**config.mk**
```make
export PLATFORM = sky130hd
export DESIGN_NAME = rtsp_message_delimiter_top_flat
export DESIGN_NICKNAME = d
export VERILOG_FILES = /design/src/rtl/rmd_pkg.sv /design/src/rtl/rmd_ifs.sv /design/src/rtl/rmd_parse.sv /design/src/rtl/rmd_out_buf.sv /design/src/rtl/rtsp_message_delimiter_top.sv /design/src/flat_wrapper.sv
export SDC_FILE = /design/constraint.sdc
export NUM_CORES = 1
export LEC_CHECK = 0
export ABC_CLOCK_PERIOD_IN_PS = 5180
export BUFFER_PORTS_ARGS = -buffer_cell sky130_fd_sc_hd__buf_2
export CORE_AREA = 2 2 150 152
export CTS_BUF_LIST = sky130_fd_sc_hd__clkbuf_16
export DETAILED_ROUTE_END_ITERATION = 10
export DIE_AREA = 0 0 152 154
export PLACE_DENSITY = 0.86
export RECOVER_POWER = 50
export SYNTH_ARGS = -nofsm -noshare
export SYNTH_HDL_FRONTEND = slang
export SYNTH_SLANG_ARGS = --single-unit
```
**constraint.sdc**
```tcl
create_clock -name clk -period 5.18 [get_ports clk]
set_input_delay 0.518 -clock clk [delete_from_list [all_inputs] [get_ports clk]]
set_output_delay 0.518 -clock clk [all_outputs]
set_load 0.02 [all_outputs]
```
**src/rtl/rmd_pkg.sv**
```systemverilog
// rmd_pkg: shared constants and the result record of the rtsp message delimiter
// no dependencies; used by the channel interfaces and every rtl module

package rmd_pkg;

  // width of the internal length accumulator and body counter
  localparam int LEN_BITS = 32;
  // width of the body_length result field
  localparam int OUT_LEN_W = 32;
  // number of characters in "content-length:"
  localparam int KEY_LEN = 15;
  localparam int KEY_IDX_W = $clog2(KEY_LEN);

  // request op codes
  localparam logic OP_DATA  = 1'b0;
  localparam logic OP_ABORT = 1'b1;

  typedef struct packed {
    logic [7:0]           out_byte;
    logic                 last;
    logic                 aborted;
    logic                 length_found;
    logic [OUT_LEN_W-1:0] body_length;
  } result_t;

endpackage

```
**src/rtl/rmd_ifs.sv**
```systemverilog
// rmd_ifs: valid/ready channel interfaces for input bytes and framed results
// depends on rmd_pkg for the result field width

interface rmd_in_if;
  logic       valid;
  logic       ready;
  logic       op;
  logic [7:0] data_byte;

  modport source (output valid, output op, output data_byte, input ready);
  modport sink (input valid, input op, input data_byte, output ready);
endinterface

interface rmd_out_if;
  logic                          valid;
  logic                          ready;
  logic [7:0]                    out_byte;
  logic                          last;
  logic                          aborted;
  logic                          length_found;
  logic [rmd_pkg::OUT_LEN_W-1:0] body_length;

  modport source (output valid, output out_byte, output last, output aborted,
                  output length_found, output body_length, input ready);
  modport sink (input valid, input out_byte, input last, input aborted,
                input length_found, input body_length, output ready);
endinterface

```
**src/rtl/rmd_parse.sv**
```systemverilog
// rmd_parse: per-byte header scan, content-length decode and body count
// depends on rmd_pkg; state advances once per step, result is combinational

module rmd_parse (
  input  logic             clk,
  input  logic             rst_n,
  input  logic             step,
  input  logic             op,
  input  logic [7:0]       data_byte,
  output rmd_pkg::result_t res
);

  localparam int PW = rmd_pkg::LEN_BITS + 4;
  localparam logic [7:0] CH_CR    = 8'h0d;
  localparam logic [7:0] CH_LF    = 8'h0a;
  localparam logic [7:0] CH_SP    = 8'h20;
  localparam logic [7:0] CH_TAB   = 8'h09;
  localparam logic [7:0] CH_ZERO  = 8'h30;
  localparam logic [7:0] CH_NINE  = 8'h39;
  localparam logic [7:0] CH_UP_A  = 8'h41;
  localparam logic [7:0] CH_UP_Z  = 8'h5a;
  localparam logic [7:0] CASE_OFS = 8'h20;
  localparam logic [rmd_pkg::KEY_IDX_W-1:0] KEY_LAST =
    rmd_pkg::KEY_IDX_W'(rmd_pkg::KEY_LEN - 1);

  typedef enum logic {PH_HEADER, PH_BODY} phase_t;
  typedef enum logic [1:0] {VS_SEARCH, VS_SKIP, VS_DIGITS, VS_DONE} vstage_t;

  function automatic logic [7:0] key_char(input logic [rmd_pkg::KEY_IDX_W-1:0] idx);
    logic [7:0] ch;
    unique case (idx)
      4'd0:    ch = "c";
      4'd1:    ch = "o";
      4'd2:    ch = "n";
      4'd3:    ch = "t";
      4'd4:    ch = "e";
      4'd5:    ch = "n";
      4'd6:    ch = "t";
      4'd7:    ch = "-";
      4'd8:    ch = "l";
      4'd9:    ch = "e";
      4'd10:   ch = "n";
      4'd11:   ch = "g";
      4'd12:   ch = "t";
      4'd13:   ch = "h";
      4'd14:   ch = ":";
      default: ch = 8'h00;
    endcase
    return ch;
  endfunction

  phase_t                          phase_r, phase_nxt;
  logic [1:0]                      emc_r, emc_nxt;
  logic [rmd_pkg::KEY_IDX_W-1:0]   kidx_r, kidx_nxt;
  vstage_t                         vs_r, vs_nxt;
  logic                            seen_r, seen_nxt;
  logic                            ovf_r, ovf_nxt;
  logic [rmd_pkg::LEN_BITS-1:0]    acc_r, acc_nxt;
  logic [rmd_pkg::LEN_BITS-1:0]    rem_r, rem_nxt;

  logic [7:0]                      lc;
  logic                            is_digit;
  logic [3:0]                      dval;
  logic [PW-1:0]                   acc_ext;
  logic [PW-1:0]                   prod;
  logic [rmd_pkg::LEN_BITS-1:0]    rem_dec;
  logic                            hdr_end;
  logic                            found;

  assign lc       = (data_byte >= CH_UP_A && data_byte <= CH_UP_Z) ?
                    data_byte + CASE_OFS : data_byte;
  assign is_digit = data_byte >= CH_ZERO && data_byte <= CH_NINE;
  assign dval     = data_byte[3:0];
  // acc * 10 + digit, top nibble set means the value no longer fits
  assign acc_ext  = PW'(acc_r);
  assign prod     = (acc_ext << 3) + (acc_ext << 1) + PW'(dval);
  assign rem_dec  = (rem_r != '0) ? rem_r - rmd_pkg::LEN_BITS'(1) : rem_r;

  always_comb begin
    phase_nxt = phase_r;
    emc_nxt   = emc_r;
    kidx_nxt  = kidx_r;
    vs_nxt    = vs_r;
    seen_nxt  = seen_r;
    ovf_nxt   = ovf_r;
    acc_nxt   = acc_r;
    rem_nxt   = rem_r;
    hdr_end   = 1'b0;
    found     = 1'b0;
    res       = '0;

    if (op == rmd_pkg::OP_ABORT) begin
      res.last    = 1'b1;
      res.aborted = 1'b1;
      phase_nxt   = PH_HEADER;
      emc_nxt     = '0;
      kidx_nxt    = '0;
      vs_nxt      = VS_SEARCH;
      seen_nxt    = 1'b0;
      ovf_nxt     = 1'b0;
      acc_nxt     = '0;
      rem_nxt     = '0;
    end else if (phase_r == PH_BODY) begin
      res.out_byte = data_byte;
      rem_nxt      = rem_dec;
      if (rem_dec == '0) begin
        res.last         = 1'b1;
        res.length_found = 1'b1;
        res.body_length  = rmd_pkg::OUT_LEN_W'(acc_r);
        phase_nxt        = PH_HEADER;
        emc_nxt          = '0;
        kidx_nxt         = '0;
        vs_nxt           = VS_SEARCH;
        seen_nxt         = 1'b0;
        ovf_nxt          = 1'b0;
        acc_nxt          = '0;
      end
    end else begin
      res.out_byte = data_byte;

      // content-length key and value tracking
      unique case (vs_r)
        VS_SEARCH: begin
          if (lc == key_char(kidx_r)) begin
            if (kidx_r == KEY_LAST) begin
              vs_nxt   = VS_SKIP;
              kidx_nxt = '0;
            end else begin
              kidx_nxt = kidx_r + rmd_pkg::KEY_IDX_W'(1);
            end
          end else begin
            kidx_nxt = (lc == key_char('0)) ? rmd_pkg::KEY_IDX_W'(1) : '0;
          end
        end
        VS_SKIP, VS_DIGITS: begin
          if (vs_r == VS_SKIP && (data_byte == CH_SP || data_byte == CH_TAB)) begin
            vs_nxt = vs_r;
          end else if (is_digit) begin
            vs_nxt   = VS_DIGITS;
            seen_nxt = 1'b1;
            if (!ovf_r) begin
              if (prod[PW-1:rmd_pkg::LEN_BITS] != '0) begin
                ovf_nxt = 1'b1;
              end else begin
                acc_nxt = prod[rmd_pkg::LEN_BITS-1:0];
              end
            end
          end else begin
            vs_nxt = VS_DONE;
          end
        end
        default: vs_nxt = vs_r;
      endcase

      // blank line detection
      if (data_byte == CH_CR) begin
        emc_nxt = (emc_r == 2'd2) ? 2'd3 : 2'd1;
      end else if (data_byte == CH_LF) begin
        if (emc_r == 2'd1) begin
          emc_nxt = 2'd2;
        end else if (emc_r == 2'd3) begin
          hdr_end = 1'b1;
        end else begin
          emc_nxt = '0;
        end
      end else begin
        emc_nxt = '0;
      end

      if (hdr_end) begin
        found = seen_nxt && !ovf_nxt;
        if (!found || acc_nxt == '0) begin
          res.last         = 1'b1;
          res.length_found = found;
          phase_nxt        = PH_HEADER;
          emc_nxt          = '0;
          kidx_nxt         = '0;
          vs_nxt           = VS_SEARCH;
          seen_nxt         = 1'b0;
          ovf_nxt          = 1'b0;
          acc_nxt          = '0;
          rem_nxt          = '0;
        end else begin
          phase_nxt = PH_BODY;
          rem_nxt   = acc_nxt;
          emc_nxt   = '0;
        end
      end
    end
  end

  always_ff @(posedge clk) begin
    if (!rst_n) begin
      phase_r <= PH_HEADER;
      emc_r   <= '0;
      kidx_r  <= '0;
      vs_r    <= VS_SEARCH;
      seen_r  <= 1'b0;
      ovf_r   <= 1'b0;
      acc_r   <= '0;
      rem_r   <= '0;
    end else if (step) begin
      phase_r <= phase_nxt;
      emc_r   <= emc_nxt;
      kidx_r  <= kidx_nxt;
      vs_r    <= vs_nxt;
      seen_r  <= seen_nxt;
      ovf_r   <= ovf_nxt;
      acc_r   <= acc_nxt;
      rem_r   <= rem_nxt;
    end
  end

endmodule

```
**src/rtl/rmd_out_buf.sv**
```systemverilog
// rmd_out_buf: two-entry result register with skid so the parser keeps
// running while the receiver stalls, until both entries fill; depends on rmd_pkg

module rmd_out_buf (
  input  logic             clk,
  input  logic             rst_n,
  input  logic             push,
  input  rmd_pkg::result_t push_res,
  output logic             full,
  output logic             out_valid,
  input  logic             out_ready,
  output rmd_pkg::result_t out_res
);

  rmd_pkg::result_t slot_r [2];
  logic             wr_r, rd_r;
  logic [1:0]       count_r, count_nxt;
  logic             pop;

  assign full      = count_r == 2'd2;
  assign out_valid = count_r != 2'd0;
  assign pop       = out_valid && out_ready;
  assign out_res   = slot_r[rd_r];

  always_comb begin
    count_nxt = count_r;
    if (push && !pop) begin
      count_nxt = count_r + 2'd1;
    end else if (pop && !push) begin
      count_nxt = count_r - 2'd1;
    end
  end

  always_ff @(posedge clk) begin
    if (!rst_n) begin
      wr_r    <= 1'b0;
      rd_r    <= 1'b0;
      count_r <= 2'd0;
    end else begin
      count_r <= count_nxt;
      if (push) begin
        wr_r <= ~wr_r;
      end
      if (pop) begin
        rd_r <= ~rd_r;
      end
    end
  end

  always_ff @(posedge clk) begin
    if (push) begin
      slot_r[wr_r] <= push_res;
    end
  end

endmodule

```
**src/rtl/rtsp_message_delimiter_top.sv**
```systemverilog
// rtsp_message_delimiter_top: input register, parser and result buffer
// depends on rmd_pkg, rmd_ifs, rmd_parse and rmd_out_buf
//
// usage:
//   in_ch carries one request per byte: op = data (echo the byte) or
//   op = abort (peer closed or timeout). every request yields exactly one
//   result on out_ch, in order.
//   out_ch echoes the byte with last set on the final byte of a message:
//   the last byte of the blank line when the body length is zero or absent,
//   else the last body byte. length_found and body_length are valid with last.
//   an abort yields one result with last and aborted set and restarts parsing.
// path: a request is taken into the input register, then the parser's result
//   for it is written into the result buffer, from which out_ch presents it.
// throughput: one request per cycle while out_ch does not stall; the rate is set
//   by the combinational header/body update in the parser (scan, multiply by ten and count).
// reset: rst_n low clears the parser to the header phase and empties the
//   input and result registers; no clearing pass.
// stall: the two-entry result buffer absorbs one extra result, after which
//   in_ch.ready drops until out_ch drains.

module rtsp_message_delimiter_top (
  input  logic      clk,
  input  logic      rst_n,
  rmd_in_if.sink    in_ch,
  rmd_out_if.source out_ch
);

  logic             in_v_r;
  logic             op_r;
  logic [7:0]       byte_r;
  logic             buf_full;
  logic             advance;
  logic             in_take;
  rmd_pkg::result_t step_res;
  rmd_pkg::result_t out_res;

  assign advance     = in_v_r && !buf_full;
  assign in_ch.ready = !in_v_r || !buf_full;
  assign in_take     = in_ch.valid && in_ch.ready;

  always_ff @(posedge clk) begin
    if (!rst_n) begin
      in_v_r <= 1'b0;
    end else if (in_take) begin
      in_v_r <= 1'b1;
    end else if (advance) begin
      in_v_r <= 1'b0;
    end
  end

  always_ff @(posedge clk) begin
    if (in_take) begin
      op_r   <= in_ch.op;
      byte_r <= in_ch.data_byte;
    end
  end

  rmd_parse u_parse (
    .clk       (clk),
    .rst_n     (rst_n),
    .step      (advance),
    .op        (op_r),
    .data_byte (byte_r),
    .res       (step_res)
  );

  rmd_out_buf u_out_buf (
    .clk       (clk),
    .rst_n     (rst_n),
    .push      (advance),
    .push_res  (step_res),
    .full      (buf_full),
    .out_valid (out_ch.valid),
    .out_ready (out_ch.ready),
    .out_res   (out_res)
  );

  assign out_ch.out_byte     = out_res.out_byte;
  assign out_ch.last         = out_res.last;
  assign out_ch.aborted      = out_res.aborted;
  assign out_ch.length_found = out_res.length_found;
  assign out_ch.body_length  = out_res.body_length;

endmodule
```
**src/flat_wrapper.sv**
```systemverilog
// flat-port wrapper written by rule: the top's interface ports become plain ports
module rtsp_message_delimiter_top_flat 
  (clk, rst_n, in_ch_valid, in_ch_op, in_ch_data_byte, in_ch_ready, out_ch_valid, out_ch_out_byte, out_ch_last, out_ch_aborted, out_ch_length_found, out_ch_body_length, out_ch_ready);
  rmd_in_if in_ch_i ();
  rmd_out_if out_ch_i ();
  input  logic clk;
  input  logic rst_n;
  input wire logic [$bits(in_ch_i.valid)-1:0] in_ch_valid;
  input wire logic [$bits(in_ch_i.op)-1:0] in_ch_op;
  input wire logic [$bits(in_ch_i.data_byte)-1:0] in_ch_data_byte;
  output wire logic [$bits(in_ch_i.ready)-1:0] in_ch_ready;
  output wire logic [$bits(out_ch_i.valid)-1:0] out_ch_valid;
  output wire logic [$bits(out_ch_i.out_byte)-1:0] out_ch_out_byte;
  output wire logic [$bits(out_ch_i.last)-1:0] out_ch_last;
  output wire logic [$bits(out_ch_i.aborted)-1:0] out_ch_aborted;
  output wire logic [$bits(out_ch_i.length_found)-1:0] out_ch_length_found;
  output wire logic [$bits(out_ch_i.body_length)-1:0] out_ch_body_length;
  input wire logic [$bits(out_ch_i.ready)-1:0] out_ch_ready;
  assign in_ch_i.valid = in_ch_valid;
  assign in_ch_i.op = in_ch_op;
  assign in_ch_i.data_byte = in_ch_data_byte;
  assign in_ch_ready = in_ch_i.ready;
  assign out_ch_valid = out_ch_i.valid;
  assign out_ch_out_byte = out_ch_i.out_byte;
  assign out_ch_last = out_ch_i.last;
  assign out_ch_aborted = out_ch_i.aborted;
  assign out_ch_length_found = out_ch_i.length_found;
  assign out_ch_body_length = out_ch_i.body_length;
  assign out_ch_i.ready = out_ch_ready;
  rtsp_message_delimiter_top u_core (.clk(clk), .rst_n(rst_n), .in_ch(in_ch_i), .out_ch(out_ch_i));
endmodule
```
==> results.cfg <==
[worst_setup_path]
critical_path_class = flop to flop
critPathMaxStageDelay_ns = 0.59
cp-end-kind = flop
critPathSlowestCell = fa_1
cp.required_ns = 5.52
cp.arrival_ns = 5.28
crit_chain = inv_1, fa_1, inv_1, ha_1, a21o_1, and3_1, o2111a_1, o31a_1, nand3_1, nand4b_1, o41a_1, nand2_1, nand2_1, o41ai_2, and2_4, ha_1, a22o_1, a211o_1
cp_max_fo = 6
startpoint_type = flop

[logic_synthesis]
synthDistinctLibCells = 85
synth_seq_cells = 183
ys.flop_type = edfxtp_1
yosysSeqAreaShare_pct = 37.8
synth_area_um2 = 12200
synth-edff-count = 95
synth.avg_cell_area_um2 = 9.09
synth_nets = 1435
synthArstFlopShare_pct = 0
netlist_instances = 1342
ys.warnings.count = 0

[sta]
clock.fmax_mhz = 203
rsz0062_at_grt = false
fin_crit_sh_pct = 95.3
post-route-min-period_ns = 4.94
setup_tns_ns = 0
slew_viol_final = 132
clock_skew_ns = 0.0181
finalHoldViolCount = 0
setup_viol = 0
tightest_slew_ns = 3.54
relSlewSlack_pct = -137

[floorplan]
num_io_pins = 58
die_area_um2 = 23400
start_util_pct = 56.2
core_um2 = 21700
die_w_um = 152
rows = 54
die_y_um = 154

[pwr]
clockPowerShare_pct = 36.3
p_sw_mw = 1.13
swShare_pct = 31.2
p_int_mw = 2.50
p_total_mw = 3.63
vdd_drop_max_mv = 0.194
power_density_nw_per_um2 = 272
pwr-share-comb_pct = 16.7
seq_power_share_pct = 47.0
leakagePower_nw = 5.15

[min_path]
hp-class = input pin to flop

[clocking]
root_buffer = clkbuf_16
cts_tree = built
worstSkewPairLatency_ns = 0.45
cts_inserted_buffers = 17
clk_pin_slew_ns = 0.08
htreeDepth = 4
clock_sinks = 183
clockBufferDepth = 2

[outcome]
outcome = finished, violations left
violations = capacitance limit, slew limit

[routing]
drtIter0Drc = 1076
num_vias = 10699
drtPass1Iterations = 5
final_antenna_net_count = 0
vias_per_cell = 6.44
drc_errors = 0
wl_mm = 33.9
routedWlPerCell_um = 20.4

[placement]
place.gp.congestion = 0.987
placement.io_buffers = 57
hpwl_mm = 24.7

[final_layout]
layout_common_cells = nor2_1 (151), edfxtp_1 (95), nand2_1 (89)
area_delta_synth_final_pct = 9.60
antenna_cells = 0
final_common_cell = nor2_1
num-nets-final = 1461
final_layout_size_suffix_gt1_share_pct = 12.9

[job]
max_cap_violations = 3

[global_route]
overflow = 0
grtUsageTotal_pct = 28.5
grt_max_degree = 69
grt_pass1_vias = 10200
antenna_found_initial = 0
grt_pass1_wl_mm = 54.2
logic make-up (layout without fill, tap and decap cells):
group	after synthesis	after routing	share of synthesized area, %
and+or+nand+nor	487	487	20.4
AOI/OAI and AO/OA	340	340	19.2
DFF	183	183	37.8
buffers and inverters	128	167	4.11
adders and majority gates	80	80	8.33
muxes	73	73	6.46
xor gates and xnor gates	51	51	3.66
power groups by stage:
stage / clock, mW / sequential, mW / combinational, mW
finish: 1.32 / 1.71 / 0.605
global placement: 0 / 1.73 / 0.605
floorplan: 0 / 1.67 / 0.481
CTS: 1.33 / 1.71 / 0.622
global route: 1.39 / 1.72 / 0.646
detailed placement: 0 / 1.74 / 0.619
final timing paths:
path	startpoint	slack, ns	end	depth (start not counted)
setup / recovery	u_core.u_parse.acc_r[0]	0.24	flop	18
hold / removal	in_ch_data_byte[0]	0.25	u_core.byte_r[0]	1
setup reg to reg	u_core.u_parse.acc_r[0]	0.24	flop	18
hold reg to reg	u_core.u_parse.emc_r[0]	0.48	u_core.u_parse.emc_r[0]	2
registers in the layout (all words and copies together) (netlist names), 2 cells and up, named ones only:
register	cells
u_core.u_parse.kidx_r	4
u_core.byte_r	8
u_core.u_parse.emc_r	2
u_core.u_parse.vs_r	2
u_core.u_parse.rem_r	32
u_core.u_out_buf.count_r	2
u_core.u_out_buf.slot_r	86
u_core.u_parse.acc_r	32
metal layers:
layer  GRT usage (%)  wire length, um  up-vias
li1                -                -     5041
met1            38.4            14300     5123
met2            47.2            16100      485
met3            4.45             2690       50
met4            9.30              890        0
met5               0                0        -
stage by stage:
step / std cells / setup slack, ns / cell area [um^2] / hold WS, ns / util (%)
6_report: 1661 / 0.242 / 13400 / 0.246 / 61.6
5_1_grt: 1661 / 0.00278 / 13400 / 0.245 / 61.6
4_1_cts: 1660 / 0.106 / 13400 / 0.241 / 61.7
3_5_place_dp: 1628 / 0.139 / 12800 / 0.466 / 59.0
3_3_place_gp: 1628 / 0.241 / 12800 / 0.456 / 59.0
2_1_floorplan: 1342 / 0.00129 / 12200 / 0.445 / -
cell type report:
| class | count | area, um^2 |
|---|---|---|
| Tap cell | 280 | 350 |
| Clock buffer | 17 | 425 |
| Clock inverter | 15 | 176 |
| Sequential cell | 183 | 4620 |
| Fill cell | 1808 | 8320 |
| Timing Repair Buffer | 89 | 508 |
| Multi-Input combinational cell | 1031 | 7120 |
| Inverter | 46 | 175 |
synthesized netlist by cell type (16+ instances only):
cell	number	share of area, %
xor2_1	30	2.2
inv_1	44	1.4
o31ai_1	33	2.0
nor3_1	42	1.7
mux2_2	46	4.2
o21ai_0	47	1.9
nor2_1	152	4.7
a22oi_1	53	3.3
a21oi_1	77	3.2
nor4_1	31	1.6
and2_1	42	2.2
o211ai_1	16	0.98
clkbuf_1	76	2.3
dfxtp_1	88	14
nand2_1	89	2.7
ha_1	78	8.0
xnor2_1	21	1.5
o21a_1	16	0.98
edfxtp_1	95	23
mux2i_1	27	2.2
nand3_1	24	0.98
worst max-delay path, delay by kind of cell (launching register included):
family	cells	cell delay, ns
compound gates	7	2.21
fa+ha+maj	3	1.12
simple gates	6	0.97
flops	1	0.37
buf+inv	2	0.14
repair_timing:
| action | in CTS | in global routing |
|---|---|---|
| resized for setup | 0 | 7 |
| hold endpoints to repair | 0 | 0 |
| setup endpoints to repair | 0 | 2 |
| hold buffers | 0 | 0 |
| buffers inserted | 0 | 1 |
Note: power is estimated with default switching activity, not from simulation.
